--- src/sv/ldr_pkg.sv ---
// Package for the lamp dimmer ramp controller: codes, widths and reset values.
package ldr_pkg;

  localparam int unsigned LevelW   = 10;
  localparam int unsigned WakeCntW = 16;
  localparam int unsigned AutoCntW = 11;
  localparam int unsigned OpW      = 3;
  localparam int unsigned CfgIdxW  = 2;
  localparam int unsigned CfgDataW = 16;

  localparam logic [LevelW-1:0]   LevelFull       = 10'h3FF;
  localparam logic [LevelW-1:0]   AutoOffReset    = 10'd120;
  localparam logic [WakeCntW-1:0] WakeStepReset   = 16'd700;
  localparam logic [LevelW-1:0]   DimFloorReset   = 10'd150;

  typedef enum logic [OpW-1:0] {
    OP_MS_TICK  = 3'd0,
    OP_MIN_TICK = 3'd1,
    OP_ON       = 3'd2,
    OP_OFF      = 3'd3,
    OP_SET      = 3'd4,
    OP_WAKE     = 3'd5,
    OP_DIM      = 3'd6
  } op_t;

  typedef enum logic [CfgIdxW-1:0] {
    CFG_AUTO_OFF  = 2'd0,
    CFG_WAKE_STEP = 2'd1,
    CFG_DIM_FLOOR = 2'd2
  } cfg_idx_t;

  function automatic logic [LevelW-1:0] level_up(input logic [LevelW-1:0] v);
    level_up = (v == LevelFull) ? LevelFull : v + LevelW'(1);
  endfunction

endpackage

--- src/sv/lamp_dimmer_ramp_controller.sv ---
// Lamp dimmer ramp controller: ramp state, config registers and result register.
//
// Usage:
//   Input channel (in_valid/in_ready) carries one operation per transfer:
//   ms tick, minute tick, on, off, set level (in_new_level), wake, dim loop.
//   Every input transfer yields exactly one result transfer on the output
//   channel (out_valid/out_ready) with the level and lamp enable after the
//   update.
//   State and the result register update on the edge that takes the input.
//   Throughput is one item per cycle while the receiver keeps up; the single
//   result register is refilled in the same cycle it is drained.
//   When the receiver stalls with a result pending, in_ready drops until that
//   result is taken; the pending result holds.
//   Config writes (cfg_we, cfg_idx, cfg_wdata) are registered; index 3
//   is ignored.
//   Synchronous reset clears all ramp state and the output valid and loads
//   auto_off_minutes=120, wake_step_ticks=700, dim_floor=150.
module lamp_dimmer_ramp_controller (
  input  logic                         clk,
  input  logic                         rst_n,
  input  logic                         in_valid,
  output logic                         in_ready,
  input  logic [ldr_pkg::OpW-1:0]      in_operation,
  input  logic [ldr_pkg::LevelW-1:0]   in_new_level,
  output logic                         out_valid,
  input  logic                         out_ready,
  output logic [ldr_pkg::LevelW-1:0]   out_level,
  output logic                         out_lamp_on,
  input  logic                         cfg_we,
  input  logic [ldr_pkg::CfgIdxW-1:0]  cfg_idx,
  input  logic [ldr_pkg::CfgDataW-1:0] cfg_wdata
);
  import ldr_pkg::*;

  logic [LevelW-1:0]   auto_off_r, dim_floor_r;
  logic [WakeCntW-1:0] wake_step_r;

  logic enabled_r, was_en_r, wake_r, dim_r, soft_start_r, soft_off_r, rising_r;
  logic enabled_nxt, was_en_nxt, wake_nxt, dim_nxt, soft_start_nxt, soft_off_nxt;
  logic rising_nxt;
  logic [LevelW-1:0]   level_r, level_nxt;
  logic [WakeCntW-1:0] wake_cnt_r, wake_cnt_nxt;
  logic [AutoCntW-1:0] auto_cnt_r, auto_cnt_nxt;

  logic              out_valid_r;
  logic [LevelW-1:0] out_level_r;
  logic              out_lamp_on_r;
  logic              in_xfer;

  assign in_ready  = !out_valid_r || out_ready;
  assign in_xfer   = in_valid && in_ready;
  assign out_valid = out_valid_r;
  assign out_level = out_level_r;
  assign out_lamp_on = out_lamp_on_r;

  always_comb begin
    enabled_nxt    = enabled_r;
    was_en_nxt     = was_en_r;
    wake_nxt       = wake_r;
    dim_nxt        = dim_r;
    soft_start_nxt = soft_start_r;
    soft_off_nxt   = soft_off_r;
    rising_nxt     = rising_r;
    level_nxt      = level_r;
    wake_cnt_nxt   = wake_cnt_r;
    auto_cnt_nxt   = auto_cnt_r;
    case (in_operation)
      OP_MS_TICK: begin
        if (wake_r && level_r != LevelFull && enabled_r) begin
          soft_start_nxt = 1'b0;
          dim_nxt        = 1'b0;
          if (wake_cnt_r == wake_step_r) begin
            level_nxt    = level_up(level_r);
            wake_cnt_nxt = '0;
          end else begin
            wake_cnt_nxt = wake_cnt_r + WakeCntW'(1);
          end
        end else begin
          wake_nxt = 1'b0;
          if (enabled_r) begin
            if (!was_en_r && !dim_r) soft_start_nxt = 1'b1;
            else if (!was_en_r && dim_r) level_nxt = dim_floor_r;
            was_en_nxt = 1'b1;
            if (soft_start_nxt && !dim_r) begin
              level_nxt = level_up(level_nxt);
              if (level_nxt == LevelFull) soft_start_nxt = 1'b0;
            end
            if (dim_r) begin
              soft_start_nxt = 1'b0;
              if (rising_r) begin
                level_nxt = level_up(level_nxt);
                if (level_nxt == LevelFull) rising_nxt = 1'b0;
              end else if (level_nxt == '0) begin
                rising_nxt = 1'b1;
              end else begin
                level_nxt = level_nxt - LevelW'(1);
                if (level_nxt < dim_floor_r) rising_nxt = 1'b1;
              end
            end
          end else begin
            if (was_en_r) begin
              soft_off_nxt = 1'b1;
              was_en_nxt   = 1'b0;
            end
            if (soft_off_nxt) begin
              if (level_r == '0) begin
                enabled_nxt    = 1'b0;
                was_en_nxt     = 1'b0;
                wake_nxt       = 1'b0;
                dim_nxt        = 1'b0;
                soft_start_nxt = 1'b0;
                soft_off_nxt   = 1'b0;
                rising_nxt     = 1'b0;
              end else begin
                level_nxt = level_r - LevelW'(1);
              end
            end
          end
        end
      end
      OP_MIN_TICK: begin
        if (enabled_r) begin
          auto_cnt_nxt = auto_cnt_r + AutoCntW'(1);
          if (auto_cnt_r == {1'b0, auto_off_r}) enabled_nxt = 1'b0;
        end else begin
          auto_cnt_nxt = '0;
        end
      end
      OP_ON: begin
        if (!enabled_r) begin
          enabled_nxt = 1'b1;
          dim_nxt     = 1'b0;
          rising_nxt  = 1'b1;
        end
      end
      OP_OFF:  enabled_nxt = 1'b0;
      OP_SET: begin
        soft_start_nxt = 1'b0;
        wake_nxt       = 1'b0;
        level_nxt      = in_new_level;
      end
      OP_WAKE: wake_nxt = 1'b1;
      OP_DIM:  dim_nxt  = 1'b1;
      default: ;
    endcase
  end

  always_ff @(posedge clk) begin
    if (!rst_n) begin
      auto_off_r  <= AutoOffReset;
      wake_step_r <= WakeStepReset;
      dim_floor_r <= DimFloorReset;
    end else if (cfg_we) begin
      case (cfg_idx)
        CFG_AUTO_OFF:  auto_off_r  <= cfg_wdata[LevelW-1:0];
        CFG_WAKE_STEP: wake_step_r <= cfg_wdata[WakeCntW-1:0];
        CFG_DIM_FLOOR: dim_floor_r <= cfg_wdata[LevelW-1:0];
        default: ;
      endcase
    end
  end

  always_ff @(posedge clk) begin
    if (!rst_n) begin
      enabled_r    <= 1'b0;
      was_en_r     <= 1'b0;
      wake_r       <= 1'b0;
      dim_r        <= 1'b0;
      soft_start_r <= 1'b0;
      soft_off_r   <= 1'b0;
      rising_r     <= 1'b0;
      level_r      <= '0;
      wake_cnt_r   <= '0;
      auto_cnt_r   <= '0;
      out_valid_r  <= 1'b0;
    end else begin
      if (in_xfer) begin
        enabled_r    <= enabled_nxt;
        was_en_r     <= was_en_nxt;
        wake_r       <= wake_nxt;
        dim_r        <= dim_nxt;
        soft_start_r <= soft_start_nxt;
        soft_off_r   <= soft_off_nxt;
        rising_r     <= rising_nxt;
        level_r      <= level_nxt;
        wake_cnt_r   <= wake_cnt_nxt;
        auto_cnt_r   <= auto_cnt_nxt;
        out_valid_r  <= 1'b1;
      end else if (out_ready) begin
        out_valid_r  <= 1'b0;
      end
    end
  end

  always_ff @(posedge clk) begin
    if (in_xfer) begin
      out_level_r   <= level_nxt;
      out_lamp_on_r <= enabled_nxt;
    end
  end

endmodule

--- config.mk ---
export PLATFORM = sky130hd
export DESIGN_NAME = lamp_dimmer_ramp_controller
export DESIGN_NICKNAME = d
export VERILOG_FILES = /design/src/sv/ldr_pkg.sv /design/src/sv/lamp_dimmer_ramp_controller.sv
export SDC_FILE = /design/constraint.sdc
export NUM_CORES = 1
export LEC_CHECK = 0
export ABC_AREA = 0
export BUFFER_PORTS_ARGS = -buffer_cell sky130_fd_sc_hd__buf_2
export CORE_MARGIN = 1
export CORE_UTILIZATION = 30
export CTS_BUF_LIST = sky130_fd_sc_hd__clkbuf_8
export CTS_CLUSTER_DIAMETER = 80
export DETAILED_ROUTE_END_ITERATION = 10
export SKIP_LAST_GASP = 1
export SLEW_MARGIN = 20
export SYNTH_ARGS = -nofsm -noshare
export SYNTH_HDL_FRONTEND = slang
export SYNTH_SLANG_ARGS = --single-unit
--- constraint.sdc ---
create_clock -name clk -period 3.7 [get_ports clk]
set_input_delay 0.37 -clock clk [delete_from_list [all_inputs] [get_ports clk]]
set_output_delay 0.37 -clock clk [all_outputs]
set_load 0.005 [all_outputs]
==> impl_metrics.sql, run 1 <==
INSERT INTO impl_metrics (metric_group, metric, value, unit) VALUES
('sta', 'clock_tree_skew_after_final_layout', '0.0227', 'ns'),
('routing', 'vias', '6638', ''),
('power_and_ir_drop', 'power.leakage', '0.00302', 'uW'),
('finish', 'antenna_cells_inserted', '0', ''),
('global_routing', 'antenna_found_initial', '0', ''),
('finish', 'finish.cell_count_without_fillers', '1206', ''),
('finish', 'regArea', '1960', 'sq um'),
('placed_design', 'gpl.final_weighted_congestion', '1.00', ''),
('logic_synthesis', 'synth_cell_type_count', '85', ''),
('logic_synthesis', 'syn-instance-count', '825', ''),
('global_routing', 'global_route_wire_length_before_repair', '34400', 'um'),
('sta', 'timing.max_slew.rel_slack', '32.4', '%'),
('logic_synthesis', 'synth-edff-count', '11', ''),
('clock_network', 'htree_num_levels', '3', ''),
('clock_network', 'cts.reportedPaths.clkPinSlew', '0.12', 'ns'),
('finish', 'multi_input_gate_area', '4310', 'sq um'),
('finish', 'post_route_cells_drive_above_1_share', '22.0', '%'),
('floorplan', 'die-width', '149', 'um'),
('floorplan', 'area_of_the_die', '22200', 'sq um'),
('logic_synthesis', 'synth.ff_latch_count', '92', ''),
('placed_design', 'port_buffers', '48', ''),
('global_routing', 'global_route.usage.met3', '3.49', '%'),
('global_routing', 'global_route_total_overflow', '0', ''),
('power_and_ir_drop', 'max-vdd-ir-drop', '0.204', 'mV'),
('clock_network', 'cts.sink_count', '92', ''),
('global_routing', 'groute.layer.met2.usage', '31.2', '%'),
('finish', 'finalNetCount', '977', ''),
('run_status', 'outcome', 'completed', ''),
('placed_design', 'place_hpwl', '17100', 'um'),
('power_and_ir_drop', 'power-per-cell-area', '304', 'nW/um^2'),
('global_routing', 'grt_max_degree', '30', ''),
('finish', 'n_fill_cell', '2233', ''),
('critical_path', 'worstSetupEndpointType', 'flop', ''),
('logic_synthesis', 'synthesis.area_per_instance', '7.84', 'sq um'),
('worst_hold_path', 'hold_path.class', 'primary input to flop', ''),
('routing', 'drt_drc_violations_left', '0', ''),
('logic_synthesis', 'synthSimpleGateAreaFrac', '27.1', '%'),
('sta', 'worst_margin_pin_slew', '1.01', 'ns'),
('sta', 'report.final.setup_viol', '0', ''),
('logic_synthesis', 'synth-warning-count', '0', ''),
('sta', 'unrepaired_setup_endpoints_after_global_routing', 'yes', ''),
('floorplan', 'die_ht', '149', 'um'),
('logic_synthesis', 'synth-compound-area-share', '22.2', '%'),
('global_routing', 'first_global_vias', '6101', ''),
('sta', 'timing.final.crit_period', '3.57', 'ns'),
('sta', 'layout_worst_path_cycle_share', '96.5', '%'),
('critical_path', 'worst-setup-path-type', 'flop to flop', ''),
('clock_network', 'ctsRootBufferMaster', 'sky130_fd_sc_hd__clkbuf_8', ''),
('global_routing', 'grt_use_met1', '27.7', '%'),
('floorplan', 'floorplan.core_area', '21100', 'sq um'),
('logic_synthesis', 'ys_async_sr_fraction', '0', '%'),
('floorplan', 'initial_utilization', '30.7', '%'),
('global_routing', 'top_usage_layer', 'met2', ''),
('critical_path', 'critical_path_arrival', '3.89', 'ns'),
('clock_network', 'clk_path_buf_depth', '2', ''),
('critical_path', 'critical_path_required', '4.02', 'ns'),
('sta', 'slew_violations', '0', ''),
('routing', 'final_antenna_net_count', '0', ''),
('job', 'timing.max_cap.violations', '0', ''),
('critical_path', 'worst-r2r-cell-count', '17', ''),
('logic_synthesis', 'synth-xor-area-share', '9.07', '%'),
('logic_synthesis', 'dominant_combinational_cell_family_by_area_after_synthesis', 'simple AND/OR/NAND/NOR gates', ''),
('routing', 'routed_wl', '21700', 'um'),
('logic_synthesis', 'seq_area_frac_synth', '30.2', '%'),
('routing', 'dr.pass1.iters', '7', ''),
('sta', 'timing.fmax', '280', 'MHz'),
('clock_network', 'hold_buffers', '0', ''),
('critical_path', 'critical_path.startpoint_type', 'flop', ''),
('floorplan', 'rows', '53', ''),
('clock_network', 'insertion_delay', '0.40', 'ns'),
('finish', 'area_added_between_synthesis_and_finish', '21.2', '%');
-- cells in the mapped netlist, types with 10 or more instances --
cell type | count | area share (%)
sky130_fd_sc_hd__nand4_1 | 23 | 2.2
sky130_fd_sc_hd__xnor2_1 | 44 | 6.0
sky130_fd_sc_hd__nor2_1 | 55 | 3.2
sky130_fd_sc_hd__nand3_1 | 32 | 2.5
sky130_fd_sc_hd__dfxtp_1 | 81 | 25
sky130_fd_sc_hd__a21boi_0 | 28 | 3.2
sky130_fd_sc_hd__a21oi_1 | 36 | 2.8
sky130_fd_sc_hd__mux2i_1 | 14 | 2.2
sky130_fd_sc_hd__inv_1 | 26 | 1.5
sky130_fd_sc_hd__nor3_1 | 13 | 1.0
sky130_fd_sc_hd__ha_1 | 15 | 2.9
sky130_fd_sc_hd__and3_1 | 14 | 1.4
sky130_fd_sc_hd__o21ai_0 | 43 | 3.3
sky130_fd_sc_hd__nand2_1 | 137 | 7.9
sky130_fd_sc_hd__clkbuf_1 | 36 | 2.1
sky130_fd_sc_hd__xor2_1 | 23 | 3.1
sky130_fd_sc_hd__edfxtp_1 | 11 | 5.1
sky130_fd_sc_hd__a31oi_1 | 17 | 1.6
sky130_fd_sc_hd__o211ai_1 | 10 | 1.2
sky130_fd_sc_hd__or3_1 | 11 | 1.1
-- what timing repair did --
item / 4_1_cts / 5_1_grt
buffers inserted: 1 / 2
endpoints found under the setup margin: 1 / 2
pin swaps: 0 / 14
gates resized for setup: 4 / 15
hold endpoints to repair: 0 / 0
-- metal layers --
metal,vias up,wire length (um)
met2,296,9700
met1,3113,9710
met4,0,603
met5,-,0
met3,45,1720
li1,3184,-
-- metrics by stage --
step / total power, uW / hold slack, ns / util [%] / cell area (sq um) / setup slack [ns]
finish: 2390 / 0.199 / 37.2 / 7840 / 0.131
global route: 2500 / 0.201 / 37.2 / 7840 / -0.0698
CTS: 2380 / 0.180 / 36.8 / 7760 / 0.0354
detailed placement: 1650 / 0.473 / 35.7 / 7530 / -0.0846
global placement: 1650 / 0.464 / 35.7 / 7530 / -0.0140
floorplan: 1420 / 0.455 / - / 6510 / 0.0226
-- cell families (layout without fill, tap and decap cells) --
family                     after synthesis  after routing
AOI/OAI and AO/OA                      210            210
DFF                                     92             92
muxes                                   21             21
adders and majority gates               15             15
buffers and inverters                   75            181
and+or+nand+nor                        345            345
xor gates and xnor gates                67             67
-- report_power, final --
part           internal (uW)  switching, uW
combinational            250            342
sequential              1050           23.7
clock                    275            447
-- critical path: stages, from the launching register on --
cell,delay (ns)
sky130_fd_sc_hd__dfxtp_4,0.38
sky130_fd_sc_hd__nor2b_4,0.23
sky130_fd_sc_hd__mux2_4,0.35
sky130_fd_sc_hd__nor2_4,0.12
sky130_fd_sc_hd__nand2_2,0.07
sky130_fd_sc_hd__a221oi_2,0.30
sky130_fd_sc_hd__inv_1,0.12
sky130_fd_sc_hd__ha_4,0.18
sky130_fd_sc_hd__o211a_1,0.14
sky130_fd_sc_hd__buf_6,0.14
sky130_fd_sc_hd__and2_4,0.14
sky130_fd_sc_hd__xnor2_2,0.12
sky130_fd_sc_hd__ha_1,0.32
sky130_fd_sc_hd__a2111oi_2,0.36
sky130_fd_sc_hd__o211ai_1,0.15
sky130_fd_sc_hd__nand3_1,0.11
sky130_fd_sc_hd__nand4_1,0.10
sky130_fd_sc_hd__a31oi_1,0.17
-- flip-flops by register name (all words and copies together), names as in the netlist --
register and flops:
was_en_r 1, out_valid 1, dim_r 1, out_lamp_on 1
soft_off_r 1, enabled_r 1, auto_cnt_r 11, dim_floor_r 10
wake_r 1, out_level 10, rising_r 1, wake_step_r 16
level_r 10, soft_start_r 1, auto_off_r 10, wake_cnt_r 16
-- worst paths after layout --
| path | from | to | slack, ns |
|---|---|---|---|
| worst min register to register | wake_step_r[15] | wake_step_r[15] | 0.49 |
| worst min-delay path | cfg_wdata[13] | wake_step_r[13] | 0.20 |
| worst max register to register | dim_r | rising_r | 0.13 |
| worst max-delay path | dim_r | rising_r | 0.13 |
-- cell type report --
class / instances / area share [%]
inverters: 27 / 1.29
flip-flops and latches: 92 / 25.0
repair buffers: 138 / 11.7
clock buffers: 9 / 1.58
well taps: 275 / 4.39
clock inverters: 7 / 1.10
multi-input cells: 658 / 55.0
-- layout by cell type (no fill, tap or decap), types with 23 or more instances in the layout --
master                     netlist  final
sky130_fd_sc_hd__nand2_1       137    136
sky130_fd_sc_hd__buf_4           3     89
sky130_fd_sc_hd__dfxtp_1        81     79
sky130_fd_sc_hd__nor2_1         55     54
sky130_fd_sc_hd__buf_2           4     48
sky130_fd_sc_hd__xnor2_1        44     43
sky130_fd_sc_hd__o21ai_0        43     40
sky130_fd_sc_hd__a21oi_1        36     35
sky130_fd_sc_hd__nand3_1        32     32
sky130_fd_sc_hd__a21boi_0       28     28
sky130_fd_sc_hd__inv_1          26     26
sky130_fd_sc_hd__nand4_1        23     23
sky130_fd_sc_hd__xor2_1         23     23
No activity file was read; power rests on OpenSTA's default activity.
==> inputs of run 2 (changes only) <==
--- a/config.mk
+++ b/config.mk
@@ -9,2 +9,3 @@
 export BUFFER_PORTS_ARGS = -buffer_cell sky130_fd_sc_hd__buf_2
+export CORE_ASPECT_RATIO = 0.6
 export CORE_MARGIN = 1
==> constraint.sdc (replaced) <==
create_clock -name clk -period 3.7 [get_ports clk]
set_input_delay 0.74 -clock clk [delete_from_list [all_inputs] [get_ports clk]]
set_output_delay 0.74 -clock clk [all_outputs]
set_load 0.005 [all_outputs]
==> impl_metrics.sql, run 2 (same netlist as run 1, synthesis figures left out) <==
INSERT INTO impl_metrics (metric_group, metric, value, unit) VALUES
('run_status', 'outcome', 'completed', ''),
('floorplan', 'area_of_the_die', '22200', 'sq um'),
('finish', 'largest_registers', 'wake_cnt_r: 16 flops, wake_step_r: 16 flops, auto_cnt_r: 11 flops', ''),
('critical_path', 'worst-path-buf-inv', '2', ''),
('sta', 'slew_violations', '0', ''),
('global_routing', 'first_global_vias', '5954', ''),
('placed_design', 'gpl.final_weighted_congestion', '0.996', ''),
('clock_network', 'clk_path_buf_depth', '2', ''),
('global_routing', 'antenna_found_initial', '0', ''),
('critical_path', 'worstSetupEndpointType', 'flop', ''),
('sta', 'layout_worst_path_cycle_share', '96.9', '%'),
('finish', 'fin_util', '37.4', '%'),
('routing', 'drt_drc_violations_left', '0', ''),
('clock_network', 'cts.sink_count', '92', ''),
('power_and_ir_drop', 'max-vdd-ir-drop', '0.146', 'mV'),
('sta', 'timing.final.crit_period', '3.59', 'ns'),
('clock_network', 'htree_num_levels', '3', ''),
('critical_path', 'timing.critical_path.cells', 'nor2b_4, mux2_4, nor2_4, nand2_2, a221oi_2, inv_1, ha_2, o211a_1, buf_6, and2_4, xnor2_2, ha_1, a2111oi_2, o211ai_1, nand3_1, nand4_1, a31oi_1', ''),
('sta', 'final-hold-violation-count', '0', ''),
('power_and_ir_drop', 'power-per-cell-area', '307', 'nW/um^2'),
('clock_network', 'hold_buffers', '0', ''),
('finish', 'finalNetCount', '984', ''),
('finish', 'mostFrequentLayoutCells', 'sky130_fd_sc_hd__nand2_1 (136), sky130_fd_sc_hd__buf_4 (95), sky130_fd_sc_hd__dfxtp_1 (79)', ''),
('clock_network', 'cts_inserted_buffers', '9', ''),
('finish', 'area_added_between_synthesis_and_finish', '22.0', '%'),
('sta', 'timing.max_slew.rel_slack', '56.8', '%'),
('finish', 'antenna_cells_inserted', '0', ''),
('sta', 'clock_tree_skew_after_final_layout', '0.0191', 'ns'),
('routing', 'routed_wl', '23800', 'um'),
('critical_path', 'critical_path.startpoint_type', 'flop', ''),
('global_routing', 'gr-usage-all-layers', '21.8', '%'),
('finish', 'finish.cell_count_without_fillers', '1216', ''),
('critical_path', 'critical_path_required', '4.03', 'ns'),
('routing', 'final_antenna_net_count', '0', ''),
('sta', 'unrepaired_setup_endpoints_after_global_routing', 'yes', ''),
('routing', 'drtIter0Drc', '885', ''),
('critical_path', 'critical_path.reg2reg.startpoint', 'dim_r', ''),
('routing', 'dr.pass1.iters', '5', ''),
('sta', 'timing.fmax', '279', 'MHz'),
('clock_network', 'ctsRootBufferMaster', 'sky130_fd_sc_hd__clkbuf_8', ''),
('power_and_ir_drop', 'power.leakage', '0.00306', 'uW'),
('clock_network', 'insertion_delay', '0.39', 'ns'),
('critical_path', 'max_stage_delay', '0.41', 'ns'),
('finish', 'post_route_cells_drive_above_1_share', '22.5', '%'),
('clock_network', 'cts_tree', 'done', ''),
('floorplan', 'initial_utilization', '30.7', '%'),
('critical_path', 'critical_path_arrival', '3.92', 'ns'),
('critical_path', 'worst-setup-path-type', 'flop to flop', ''),
('floorplan', 'pin_count', '49', ''),
('global_routing', 'global_route_wire_length_before_repair', '36000', 'um'),
('job', 'timing.max_cap.violations', '0', ''),
('floorplan', 'die_ht', '116', 'um'),
('floorplan', 'floorplan.core_area', '21100', 'sq um'),
('clock_network', 'cts.reportedPaths.clkPinSlew', '0.11', 'ns'),
('worst_hold_path', 'hold_path.class', 'flop to flop', ''),
('routing', 'drt-wirelength-per-cell', '19.6', 'um'),
('sta', 'report.final.setup_viol', '0', ''),
('placed_design', 'dp_cells', '1194', ''),
('placed_design', 'place_hpwl', '18900', 'um'),
('critical_path', 'r2r_setup_slack', '0.11', 'ns'),
('global_routing', 'global_route_total_overflow', '0', ''),
('critical_path', 'worst_setup_path_startpoint', 'dim_r', ''),
('critical_path', 'crit_path_max_fanout', '6', ''),
('floorplan', 'die-width', '192', 'um'),
('worst_hold_path', 'min_from', 'wake_step_r[0]', ''),
('global_routing', 'grt_max_degree', '39', ''),
('critical_path', 'cpLargestDelayFamily', 'compound AO/OA/AOI/OAI gates', ''),
('floorplan', 'rows', '41', ''),
('routing', 'vias_per_cell', '5.49', ''),
('sta', 'worst_margin_pin_slew', '0.645', 'ns'),
('routing', 'vias', '6675', ''),
('placed_design', 'port_buffers', '48', ''),
('critical_path', 'critical-path-slowest-cell', 'sky130_fd_sc_hd__dfxtp_4', ''),
('finish', 'layout.cells.most_common', 'sky130_fd_sc_hd__nand2_1', '');
## run 2: final timing paths
kind / cells after the start / to
min reg2reg: 2 / wake_step_r[0]
max reg2reg: 17 / rising_r
max: 17 / rising_r
min: 2 / wake_step_r[0]
## run 2: final cells by class
| type | count | area [sq um] |
|---|---|---|
| Clock buffer | 10 | 138 |
| Clock inverter | 5 | 62.6 |
| Fill cell | 2171 | 13200 |
| Inverter | 27 | 101 |
| Multi-Input combinational cell | 658 | 4310 |
| Sequential cell | 92 | 1960 |
| Tap cell | 279 | 349 |
| Timing Repair Buffer | 145 | 976 |
## run 2: through the flow
step	area (sq um)	TNS [ns]	worst slack (ns)	hold slack (ns)	total power, uW
6_report	7890	0	0.114	0.482	2420
4_1_cts	7800	0	0.0273	0.484	2400
3_5_place_dp	7560	-0.0870	-0.0870	0.470	1670
3_3_place_gp	7560	0	0.0258	0.464	1670
5_1_grt	7890	-0.0528	-0.0528	0.504	2530
2_1_floorplan	6510	0	0.0226	0.455	1420
## run 2: what timing repair did
action,in CTS,in global routing
hold endpoints to repair,0,0
buffers inserted,2,5
pin swaps,2,12
gates resized for setup,6,17
endpoints found under the setup margin,1,2
## run 2: power breakdown
group / internal (uW) / total (uW) / leakage, uW / switching (uW)
combinational: 255 / 622 / 0.00218 / 366
sequential: 1050 / 1070 / 0.000770 / 24.6
clock: 332 / 726 / 0.000106 / 393
## run 2: metal layers
layer  track usage [%]  vias to the layer above  part of all wire [%]
met2              27.0                      385                    35
li1                  -                     3189                     -
met4              3.17                        0                  0.91
met1              34.9                     3083                    51
met3              7.66                       18                    13
met5                 0                        -                     0
## run 2: tightest hold or removal path, stage by stage (launching register included)
cell	delay [ns]
sky130_fd_sc_hd__dfxtp_1	0.33
sky130_fd_sc_hd__nand2_1	0.05
sky130_fd_sc_hd__a21boi_0	0.06
